--- src/rtl/rc4_pkg.sv ---
// rc4 stream cipher: shared constants, codes and interface types
// no dependencies; imported by every rtl module of the block
package rc4_pkg;

  localparam int unsigned MAX_KEY_BYTES = 16;
  localparam int unsigned KEY_BYTES     = 16;
  localparam int unsigned KEY_IDX_W     = 4;
  localparam int unsigned LEN_W         = 5;
  localparam int unsigned SBOX_DEPTH    = 256;
  localparam int unsigned SBOX_AW       = 8;
  localparam int unsigned CFG_IDX_W     = 2;
  localparam int unsigned CFG_DATA_W    = 64;

  typedef enum logic [CFG_IDX_W-1:0] {
    CFG_KEY_LOW    = 2'd0,
    CFG_KEY_HIGH   = 2'd1,
    CFG_KEY_LENGTH = 2'd2
  } cfg_idx_e;

  typedef enum logic [7:0] {
    ST_IDLE = 8'b0000_0001,
    ST_INIT = 8'b0000_0010,
    ST_K0   = 8'b0000_0100,
    ST_K1   = 8'b0000_1000,
    ST_K2   = 8'b0001_0000,
    ST_P0   = 8'b0010_0000,
    ST_P1   = 8'b0100_0000,
    ST_P2   = 8'b1000_0000
  } state_e;

  // key bytes and effective key length (1 .. MAX_KEY_BYTES)
  typedef struct packed {
    logic [KEY_BYTES-1:0][7:0] bytes;
    logic [LEN_W-1:0]          len;
  } key_t;

  // s-box memory access for one cycle
  typedef struct packed {
    logic               we;
    logic [SBOX_AW-1:0] waddr;
    logic [7:0]         wdata;
    logic               re;
    logic [SBOX_AW-1:0] raddr;
  } ram_req_t;

endpackage

--- src/rtl/rc4_cfg.sv ---
// rc4 configuration registers: key bytes and key length
// depends on rc4_pkg; feeds the key to rc4_ctrl
module rc4_cfg (
  input  logic                             clk_i,
  input  logic                             rst_ni,
  input  logic                             cfg_we_i,
  input  logic [rc4_pkg::CFG_IDX_W-1:0]    cfg_idx_i,
  input  logic [rc4_pkg::CFG_DATA_W-1:0]   cfg_wdata_i,
  output rc4_pkg::key_t                    key_o
);
  import rc4_pkg::*;

  logic [63:0]      key_low_q;
  logic [63:0]      key_high_q;
  logic [LEN_W-1:0] key_len_q;

  always_ff @(posedge clk_i or negedge rst_ni) begin
    if (!rst_ni) begin
      key_low_q  <= '0;
      key_high_q <= '0;
      key_len_q  <= LEN_W'(KEY_BYTES);
    end else if (cfg_we_i) begin
      case (cfg_idx_e'(cfg_idx_i))
        CFG_KEY_LOW:    key_low_q  <= cfg_wdata_i[63:0];
        CFG_KEY_HIGH:   key_high_q <= cfg_wdata_i[63:0];
        CFG_KEY_LENGTH: key_len_q  <= cfg_wdata_i[LEN_W-1:0];
        default: ;
      endcase
    end
  end

  always_comb begin
    key_o.bytes = {key_high_q, key_low_q};
    if (key_len_q == '0) begin
      key_o.len = LEN_W'(1);
    end else if (key_len_q > LEN_W'(MAX_KEY_BYTES)) begin
      key_o.len = LEN_W'(MAX_KEY_BYTES);
    end else begin
      key_o.len = key_len_q;
    end
  end

endmodule

--- src/rtl/rc4_sbox_ram.sv ---
// rc4 s-box store: 256 x 8 synchronous memory, one write and one read port
// depends on rc4_pkg; read data registered, a same-address write is passed through
module rc4_sbox_ram (
  input  logic              clk_i,
  input  rc4_pkg::ram_req_t req_i,
  output logic [7:0]        rdata_o
);
  import rc4_pkg::*;

  logic [7:0] mem [SBOX_DEPTH];
  logic [7:0] rdata_q;

  always_ff @(posedge clk_i) begin
    if (req_i.we) begin
      mem[req_i.waddr] <= req_i.wdata;
    end
  end

  always_ff @(posedge clk_i) begin
    if (req_i.re) begin
      if (req_i.we && (req_i.waddr == req_i.raddr)) begin
        rdata_q <= req_i.wdata;
      end else begin
        rdata_q <= mem[req_i.raddr];
      end
    end
  end

  assign rdata_o = rdata_q;

endmodule

--- src/rtl/rc4_ctrl.sv ---
// rc4 sequencer: key schedule, keystream step, deferred swap write and output word
// depends on rc4_pkg; drives rc4_sbox_ram and takes the key from rc4_cfg
module rc4_ctrl (
  input  logic              clk_i,
  input  logic              rst_ni,
  input  logic              in_valid_i,
  output logic              in_ready_o,
  input  logic [7:0]        data_byte_i,
  input  logic              start_of_message_i,
  input  rc4_pkg::key_t     key_i,
  output rc4_pkg::ram_req_t ram_req_o,
  input  logic [7:0]        ram_rdata_i,
  output logic              out_valid_o,
  input  logic              out_ready_i,
  output logic [7:0]        out_byte_o
);
  import rc4_pkg::*;

  state_e state_q, state_d;

  logic [7:0]           n_q, n_d;
  logic [7:0]           i_q, i_d;
  logic [7:0]           j_q, j_d;
  logic [7:0]           s_q, s_d;
  logic [7:0]           t_q, t_d;
  logic [7:0]           data_q, data_d;
  logic [7:0]           out_q, out_d;
  logic [7:0]           pw_addr_q, pw_addr_d;
  logic [7:0]           pw_data_q, pw_data_d;
  logic [KEY_IDX_W-1:0] kidx_q, kidx_d;
  logic                 keyed_q, keyed_d;
  logic                 pw_valid_q, pw_valid_d;
  logic                 fin_q, fin_d;
  logic                 out_valid_q, out_valid_d;

  logic       out_free;
  logic       kidx_last;
  logic       dir_we;
  logic [7:0] dir_waddr;
  logic [7:0] dir_wdata;
  logic [7:0] sum_j;
  logic [7:0] ks;

  assign in_ready_o  = (state_q == ST_IDLE);
  assign out_free    = !out_valid_q || out_ready_i;
  assign kidx_last   = ({1'b0, kidx_q} == (key_i.len - LEN_W'(1)));
  // swap partner write is still pending when the keystream index hits it
  assign ks          = (t_q == j_q) ? s_q : ram_rdata_i;
  assign out_valid_o = out_valid_q;
  assign out_byte_o  = out_q;

  always_comb begin
    state_d     = state_q;
    n_d         = n_q;
    i_d         = i_q;
    j_d         = j_q;
    s_d         = s_q;
    t_d         = t_q;
    data_d      = data_q;
    out_d       = out_q;
    pw_addr_d   = pw_addr_q;
    pw_data_d   = pw_data_q;
    kidx_d      = kidx_q;
    keyed_d     = keyed_q;
    pw_valid_d  = 1'b0;
    fin_d       = 1'b0;
    out_valid_d = out_valid_q;
    dir_we      = 1'b0;
    dir_waddr   = n_q;
    dir_wdata   = n_q;
    sum_j       = j_q + ram_rdata_i;
    ram_req_o.re    = 1'b0;
    ram_req_o.raddr = i_q + 8'd1;

    if (out_valid_q && out_ready_i) begin
      out_valid_d = 1'b0;
    end
    if (fin_q) begin
      out_valid_d = 1'b1;
      out_d       = data_q ^ ks;
    end

    case (state_q)
      ST_IDLE: begin
        if (in_valid_i) begin
          data_d = data_byte_i;
          if (start_of_message_i || !keyed_q) begin
            n_d     = '0;
            i_d     = '0;
            j_d     = '0;
            kidx_d  = '0;
            state_d = ST_INIT;
          end else begin
            ram_req_o.re    = 1'b1;
            ram_req_o.raddr = i_q + 8'd1;
            i_d             = i_q + 8'd1;
            state_d         = ST_P1;
          end
        end
      end
      ST_INIT: begin
        dir_we    = 1'b1;
        dir_waddr = n_q;
        dir_wdata = n_q;
        n_d       = n_q + 8'd1;
        if (n_q == 8'hFF) begin
          state_d = ST_K0;
        end
      end
      ST_K0: begin
        ram_req_o.re    = 1'b1;
        ram_req_o.raddr = n_q;
        state_d         = ST_K1;
      end
      ST_K1: begin
        sum_j           = j_q + ram_rdata_i + key_i.bytes[kidx_q];
        j_d             = sum_j;
        s_d             = ram_rdata_i;
        ram_req_o.re    = 1'b1;
        ram_req_o.raddr = sum_j;
        state_d         = ST_K2;
      end
      ST_K2: begin
        dir_we     = 1'b1;
        dir_waddr  = n_q;
        dir_wdata  = ram_rdata_i;
        pw_valid_d = 1'b1;
        pw_addr_d  = j_q;
        pw_data_d  = s_q;
        n_d        = n_q + 8'd1;
        kidx_d     = kidx_last ? '0 : kidx_q + KEY_IDX_W'(1);
        if (n_q == 8'hFF) begin
          j_d     = '0;
          keyed_d = 1'b1;
          state_d = ST_P0;
        end else begin
          state_d = ST_K0;
        end
      end
      ST_P0: begin
        ram_req_o.re    = 1'b1;
        ram_req_o.raddr = i_q + 8'd1;
        i_d             = i_q + 8'd1;
        state_d         = ST_P1;
      end
      ST_P1: begin
        sum_j           = j_q + ram_rdata_i;
        j_d             = sum_j;
        s_d             = ram_rdata_i;
        ram_req_o.re    = 1'b1;
        ram_req_o.raddr = sum_j;
        state_d         = ST_P2;
      end
      ST_P2: begin
        if (out_free) begin
          dir_we          = 1'b1;
          dir_waddr       = i_q;
          dir_wdata       = ram_rdata_i;
          ram_req_o.re    = 1'b1;
          ram_req_o.raddr = s_q + ram_rdata_i;
          t_d             = s_q + ram_rdata_i;
          pw_valid_d      = 1'b1;
          pw_addr_d       = j_q;
          pw_data_d       = s_q;
          fin_d           = 1'b1;
          state_d         = ST_IDLE;
        end
      end
      default: begin
        state_d = ST_IDLE;
      end
    endcase

    ram_req_o.we    = dir_we || pw_valid_q;
    ram_req_o.waddr = dir_we ? dir_waddr : pw_addr_q;
    ram_req_o.wdata = dir_we ? dir_wdata : pw_data_q;
  end

  always_ff @(posedge clk_i or negedge rst_ni) begin
    if (!rst_ni) begin
      state_q     <= ST_IDLE;
      n_q         <= '0;
      i_q         <= '0;
      j_q         <= '0;
      kidx_q      <= '0;
      keyed_q     <= 1'b0;
      pw_valid_q  <= 1'b0;
      fin_q       <= 1'b0;
      out_valid_q <= 1'b0;
    end else begin
      state_q     <= state_d;
      n_q         <= n_d;
      i_q         <= i_d;
      j_q         <= j_d;
      kidx_q      <= kidx_d;
      keyed_q     <= keyed_d;
      pw_valid_q  <= pw_valid_d;
      fin_q       <= fin_d;
      out_valid_q <= out_valid_d;
    end
  end

  always_ff @(posedge clk_i) begin
    s_q       <= s_d;
    t_q       <= t_d;
    data_q    <= data_d;
    out_q     <= out_d;
    pw_addr_q <= pw_addr_d;
    pw_data_q <= pw_data_d;
  end

  a_pw_no_clash: assert property (@(posedge clk_i) disable iff (!rst_ni)
    pw_valid_q |-> !dir_we)
    else $error("deferred swap write collides with a direct write");

  a_fin_slot_free: assert property (@(posedge clk_i) disable iff (!rst_ni)
    fin_q |-> (state_q == ST_IDLE) && !out_valid_q)
    else $error("result word finished while output register is occupied");

  a_fin_after_p2: assert property (@(posedge clk_i) disable iff (!rst_ni)
    fin_q |-> $past(state_q == ST_P2))
    else $error("result word finished without a keystream step");

  a_step_keyed: assert property (@(posedge clk_i) disable iff (!rst_ni)
    (state_q == ST_P1) |-> keyed_q)
    else $error("keystream step before any key schedule");

  a_ksa_from_zero: assert property (@(posedge clk_i) disable iff (!rst_ni)
    ((state_q == ST_K0) && $past(state_q == ST_INIT)) |-> (n_q == 8'd0) && (j_q == 8'd0))
    else $error("key scrambling does not start at entry zero");

endmodule

--- src/rtl/rc4_stream_cipher.sv ---
// rc4 stream cipher top level: byte in, byte xor keystream out
// depends on rc4_pkg, rc4_cfg, rc4_sbox_ram and rc4_ctrl
// an accepted word passes states P1 and P2 and the finish register to the output register;
// P2 waits for a free output register; the next word is taken only after the last left P2,
// bound by the single read port of the s-box memory; a key schedule on start of message or
// the first word after reset first does 256 identity writes and 256 K0-K1-K2 scramble steps
// reset clears control state and key bytes, length to 16; s-box unknown until scheduled
module rc4_stream_cipher (
  input  logic                           clk_i,
  input  logic                           rst_ni,
  input  logic                           cfg_we_i,
  input  logic [rc4_pkg::CFG_IDX_W-1:0]  cfg_idx_i,
  input  logic [rc4_pkg::CFG_DATA_W-1:0] cfg_wdata_i,
  input  logic                           in_valid_i,
  output logic                           in_ready_o,
  input  logic [7:0]                     data_byte_i,
  input  logic                           start_of_message_i,
  output logic                           out_valid_o,
  input  logic                           out_ready_i,
  output logic [7:0]                     out_byte_o
);
  import rc4_pkg::*;

  key_t       key;
  ram_req_t   ram_req;
  logic [7:0] ram_rdata;

  rc4_cfg u_cfg (
    .clk_i       (clk_i),
    .rst_ni      (rst_ni),
    .cfg_we_i    (cfg_we_i),
    .cfg_idx_i   (cfg_idx_i),
    .cfg_wdata_i (cfg_wdata_i),
    .key_o       (key)
  );

  rc4_sbox_ram u_sbox (
    .clk_i   (clk_i),
    .req_i   (ram_req),
    .rdata_o (ram_rdata)
  );

  rc4_ctrl u_ctrl (
    .clk_i              (clk_i),
    .rst_ni             (rst_ni),
    .in_valid_i         (in_valid_i),
    .in_ready_o         (in_ready_o),
    .data_byte_i        (data_byte_i),
    .start_of_message_i (start_of_message_i),
    .key_i              (key),
    .ram_req_o          (ram_req),
    .ram_rdata_i        (ram_rdata),
    .out_valid_o        (out_valid_o),
    .out_ready_i        (out_ready_i),
    .out_byte_o         (out_byte_o)
  );

endmodule
--- config.mk ---
export PLATFORM = sky130hd
export DESIGN_NAME = rc4_stream_cipher
export DESIGN_NICKNAME = d
export VERILOG_FILES = /design/src/rtl/rc4_pkg.sv /design/src/rtl/rc4_cfg.sv /design/src/rtl/rc4_sbox_ram.sv /design/src/rtl/rc4_ctrl.sv /design/src/rtl/rc4_stream_cipher.sv
export SDC_FILE = /design/constraint.sdc
export NUM_CORES = 2
export LEC_CHECK = 0
export BUFFER_PORTS_ARGS = -buffer_cell sky130_fd_sc_hd__clkbuf_2
export CAP_MARGIN = 10
export CORE_ASPECT_RATIO = 2
export CORE_MARGIN = 2
export CORE_UTILIZATION = 40
export CTS_BUF_LIST = sky130_fd_sc_hd__clkbuf_16
export DETAILED_ROUTE_END_ITERATION = 10
export MAX_ROUTING_LAYER = met4
export PLACE_DENSITY = 0.56
export SKIP_LAST_GASP = 1
export SLEW_MARGIN = 40
export SYNTH_ARGS = -nofsm -noshare
export SYNTH_HDL_FRONTEND = slang
export SYNTH_SLANG_ARGS = --single-unit
--- constraint.sdc ---
create_clock -name clk_i -period 35 [get_ports clk_i]
set_input_delay 7 -clock clk_i [delete_from_list [all_inputs] [get_ports clk_i]]
set_output_delay 7 -clock clk_i [all_outputs]
set_load 0.03 [all_outputs]
==> PnR_summary.wiki <==
{| class="wikitable"
! Metric !! Value
|-
| Critical path start-end classification || primary input to flop
|-
| Most used cells in the layout excluding fill and tap cells || 2104 x sky130_fd_sc_hd__edfxtp_1, 1586 x sky130_fd_sc_hd__nand2_1, 765 x sky130_fd_sc_hd__nand3_1
|-
| Path type of the worst min-delay path || flop to flop
|-
| Syn_nets || 6853
|-
| Die Height || 687.6 um
|-
| Number of slew-limit violations in the final report || 0
|-
| Most area-hungry cell type in the Yosys netlist || sky130_fd_sc_hd__edfxtp_1
|-
| Core Footprint || 233000 um2
|-
| Hold-fix buffers at CTS || 0
|-
| Multi-input combinational cell area || 24540 um2
|-
| Final setup fails || 0
|-
| Max-capacitance violation count || 0
|-
| Initial cell density of the core || 40.10%
|-
| Share of layout cells above drive strength 1 || 15.75%
|-
| Netlist area before placement || 93450 um2
|-
| Post-Synthesis Cells || 6745
|-
| Final period demand of the worst path || 12.82 ns
|-
| Maximum frequency from static timing analysis || 78.03 MHz
|-
| Critical Path RT || 35.68 ns
|-
| Pin count of the biggest net entering global routing || 183
|-
| Die area || 237700 um2
|-
| Vias in the first global route || 55620
|-
| Fill cell count || 20750
|-
| Share of flip-flops with an asynchronous set or reset after synthesis || 7.598%
|-
| Post-CTS setup buffer count || 0
|-
| Synth top area share || 67.61%
|-
| Leakage power summed over all cells || 35.16 nW
|-
| Max rail drop VDD || 0.05295 mV
|-
| Weighted congestion reported at the end of routability-driven placement || 0.8887
|-
| Worst skew pair latency || 0.86 ns
|-
| Post-route cell area || 104600 um2
|-
| Accumulated negative setup slack || 0 ns
|-
| Power per cell area || 63.27 nW/um2
|-
| Router iterations before antenna repair || 8
|-
| Width of the chip || 345.8 um
|-
| Number of sinks driven by the clock tree || 2277
|-
| Area added between synthesis and finish || 11.90%
|-
| Number of antenna violations at the first check in global routing || 4
|-
| Ports placed on the boundary || 90
|-
| Number of CTS-inserted buffers || 212
|-
| Max-slew headroom at the worst pin || 38.95%
|-
| Critical path launch point type || primary input
|-
| Number of nets with antenna violations after routing || 0
|-
| Final count of hold timing violations || 0
|-
| CTS max path bufs || 4
|-
| Slew at the pin with the worst max-slew slack || 0.9124 ns
|-
| Count of synthesis-stage warnings from yosys || 0
|-
| Post-detailed-route via-to-cell ratio || 5.865
|-
| Number of remaining DRC errors || 0
|-
| Dpl cell area || 97740 um2
|-
| Clock tree from TritonCTS || built
|-
| Starting DRC count in detailed routing || 7655
|-
| Post-Synthesis Mean Instance Area || 13.85 um2
|-
| Count of unique library cells instantiated by Yosys || 92
|-
| Clock Tree Root || sky130_fd_sc_hd__clkbuf_16
|-
| Per-cell routed wire length || 29.10 um
|-
| Flop and latch count out of synthesis || 2277
|-
| Post-CTS clock slew at the launch and capture registers of the worst setup and hold paths || 0.07 ns
|-
| Number of flops mapped to enable cells by yosys || 2104
|-
| Period utilisation layout || 36.62%
|-
| Wire length of the first global-routing pass || 415900 um
|-
| Endpoint type of the worst setup path || flop
|-
| Most common library cell in the layout ignoring fill and taps || sky130_fd_sc_hd__edfxtp_1
|-
| WL final || 290500 um
|-
| Synth area leaders || sky130_fd_sc_hd__edfxtp_1 68%, sky130_fd_sc_hd__nand2_1 6.4%, sky130_fd_sc_hd__dfrtp_1 4.6%
|-
| Final clock skew || 0.04305 ns
|-
| Number of instances resized during post-cts repair || 0
|-
| Post-DP HPWL || 174900 um
|-
| Result of the run || completed
|-
| Global route total overflow || 0
|-
| Net count, final || 6888
|-
| Leading register cell type out of synthesis || sky130_fd_sc_hd__edfxtp_1
|-
| Vias || 58550
|-
| Maximum fanout along the worst path || 59
|-
| Signal arrival time at the worst endpoint || 13.50 ns
|-
| Global Route Usage Sum || 24.74%
|-
| Number of H-tree branching levels || 4
|-
| Setup repair after global routing missed its margin || false
|-
| Core Rows || 251
|-
| Sequential Area || 67510 um2
|-
| Sequential-to-total area share from yosys stat || 72.24%
|-
| Number of buffers inserted by port buffering || 89
|}
-- registers in the layout, indices dropped and copies added, names as in the netlist --
| register | count |
|---|---|
| u_ctrl.out_valid_o | 1 |
| u_ctrl.n_q | 8 |
| u_ctrl.state_q | 8 |
| u_ctrl.i_q | 8 |
| u_ctrl.data_q | 8 |
| u_ctrl.keyed_q | 1 |
| u_ctrl.t_q | 8 |
| u_ctrl.s_q | 8 |
| u_cfg.key_high_q | 64 |
| u_ctrl.j_q | 8 |
| u_cfg.key_low_q | 64 |
| u_sbox.rdata_o | 8 |
| u_ctrl.pw_addr_q | 8 |
| u_cfg.key_len_q | 5 |
| u_ctrl.kidx_q | 4 |
| u_ctrl.pw_valid_q | 1 |
| u_sbox.mem | 2048 |
| u_ctrl.pw_data_q | 8 |
| u_ctrl.out_byte_o | 8 |
| u_ctrl.fin_q | 1 |
-- layout make-up --
| cell class | count | share of cell area (%) |
|---|---|---|
| Sequential cell | 2277 | 64.56 |
| Antenna cell | 2 | 0.004786 |
| Inverter | 16 | 0.05743 |
| Clock buffer | 215 | 5.145 |
| Timing Repair Buffer | 252 | 2.036 |
| Multi-Input combinational cell | 4021 | 23.47 |
| Tap cell | 3036 | 3.633 |
| Clock inverter | 164 | 1.094 |
-- worst paths after layout --
kind | from | to | slack (ns) | cells after the start
worst min register to register | u_ctrl.keyed_q$_DFFE_PN0P_ | u_ctrl.keyed_q$_DFFE_PN0P_ | 0.46 | 1
min in group asynchronous | rst_ni | u_cfg.key_high_q[59]$_DFFE_PN0P_ | 6.01 | 1
worst max-delay path | out_ready_i | u_sbox.rdata_o[7]$_DFFE_PP_ | 22.18 | 17
worst min-delay path | u_ctrl.keyed_q$_DFFE_PN0P_ | u_ctrl.keyed_q$_DFFE_PN0P_ | 0.46 | 1
max in group asynchronous | rst_ni | u_ctrl.kidx_q[0]$_DFFE_PN0P_ | 28.04 | 2
worst max register to register | u_ctrl.kidx_q[0]$_DFFE_PN0P_ | u_sbox.rdata_o[7]$_DFFE_PP_ | 26.30 | 21
-- cell families (layout without fill, tap and decap cells) --
family | after synthesis | in the layout | synth area share, %
mux | 368 | 368 | 6.275
other cells | 0 | 2 | 0
xor+xnor | 53 | 53 | 0.5115
compound gates | 568 | 568 | 4.307
fa+ha+maj | 28 | 28 | 0.3990
simple gates | 3004 | 3004 | 13.90
buf+inv | 447 | 647 | 2.360
flops | 2277 | 2277 | 72.24
-- worst max-delay path, cell delays in order --
cell and delay, ns:
sky130_fd_sc_hd__clkbuf_2 0.11, sky130_fd_sc_hd__nor2b_1 0.36, sky130_fd_sc_hd__nor4_4 0.12, sky130_fd_sc_hd__a22oi_1 0.41, sky130_fd_sc_hd__and3_4 0.63, sky130_fd_sc_hd__buf_4 0.65
sky130_fd_sc_hd__buf_4 0.69, sky130_fd_sc_hd__buf_4 0.73, sky130_fd_sc_hd__buf_4 0.67, sky130_fd_sc_hd__nand2_1 0.10, sky130_fd_sc_hd__and3_1 0.20, sky130_fd_sc_hd__a311oi_1 0.25
sky130_fd_sc_hd__a31oi_1 0.06, sky130_fd_sc_hd__o21ai_0 0.58, sky130_fd_sc_hd__o221ai_1 0.23, sky130_fd_sc_hd__and3_1 0.28, sky130_fd_sc_hd__o31ai_1 0.24
-- power by group --
group / internal (mW) / total [mW] / leakage (nW) / switching [mW]
sequential: 3.11 / 3.13 / 21.1 / 0.0240
clock: 1.23 / 2.24 / 3.41 / 1.01
combinational: 0.375 / 1.25 / 10.7 / 0.872
-- per-layer routing --
metal  vias up  share of wire, %  GRT usage (%)
met2      2885                47          37.87
met4         0               4.8          10.62
met1     29890                40          33.05
met3       555               8.3          3.661
li1      25220                 -              -
met5         -                 0              -
-- Yosys cell counts, drive strengths merged, types with 28 or more instances --
cell,count
nor3,28
dfrtp,171
a31oi,87
a21oi,93
clkbuf,148
edfxtp,2104
mux4,160
and3,117
mux2i,74
o21ai,78
a22oi,29
nand2,1598
a211oi,28
mux2,134
nor2,361
nand4,39
buf,283
a311oi,104
nand3,775
-- through the flow --
stage	instances	power (mW)	setup WS [ns]	util, %	hold WS [ns]
2_1_floorplan	6745	4.066	14.68	-	0.4308
3_3_place_gp	9585	4.413	21.34	41.65	0.4413
3_5_place_dp	9597	4.423	21.38	41.94	0.4432
4_1_cts	9976	6.630	22.29	44.74	0.4585
5_1_grt	9982	6.815	22.05	44.87	0.4691
6_report	9983	6.616	22.18	44.87	0.4582
Note: power is estimated with default switching activity, not from simulation.
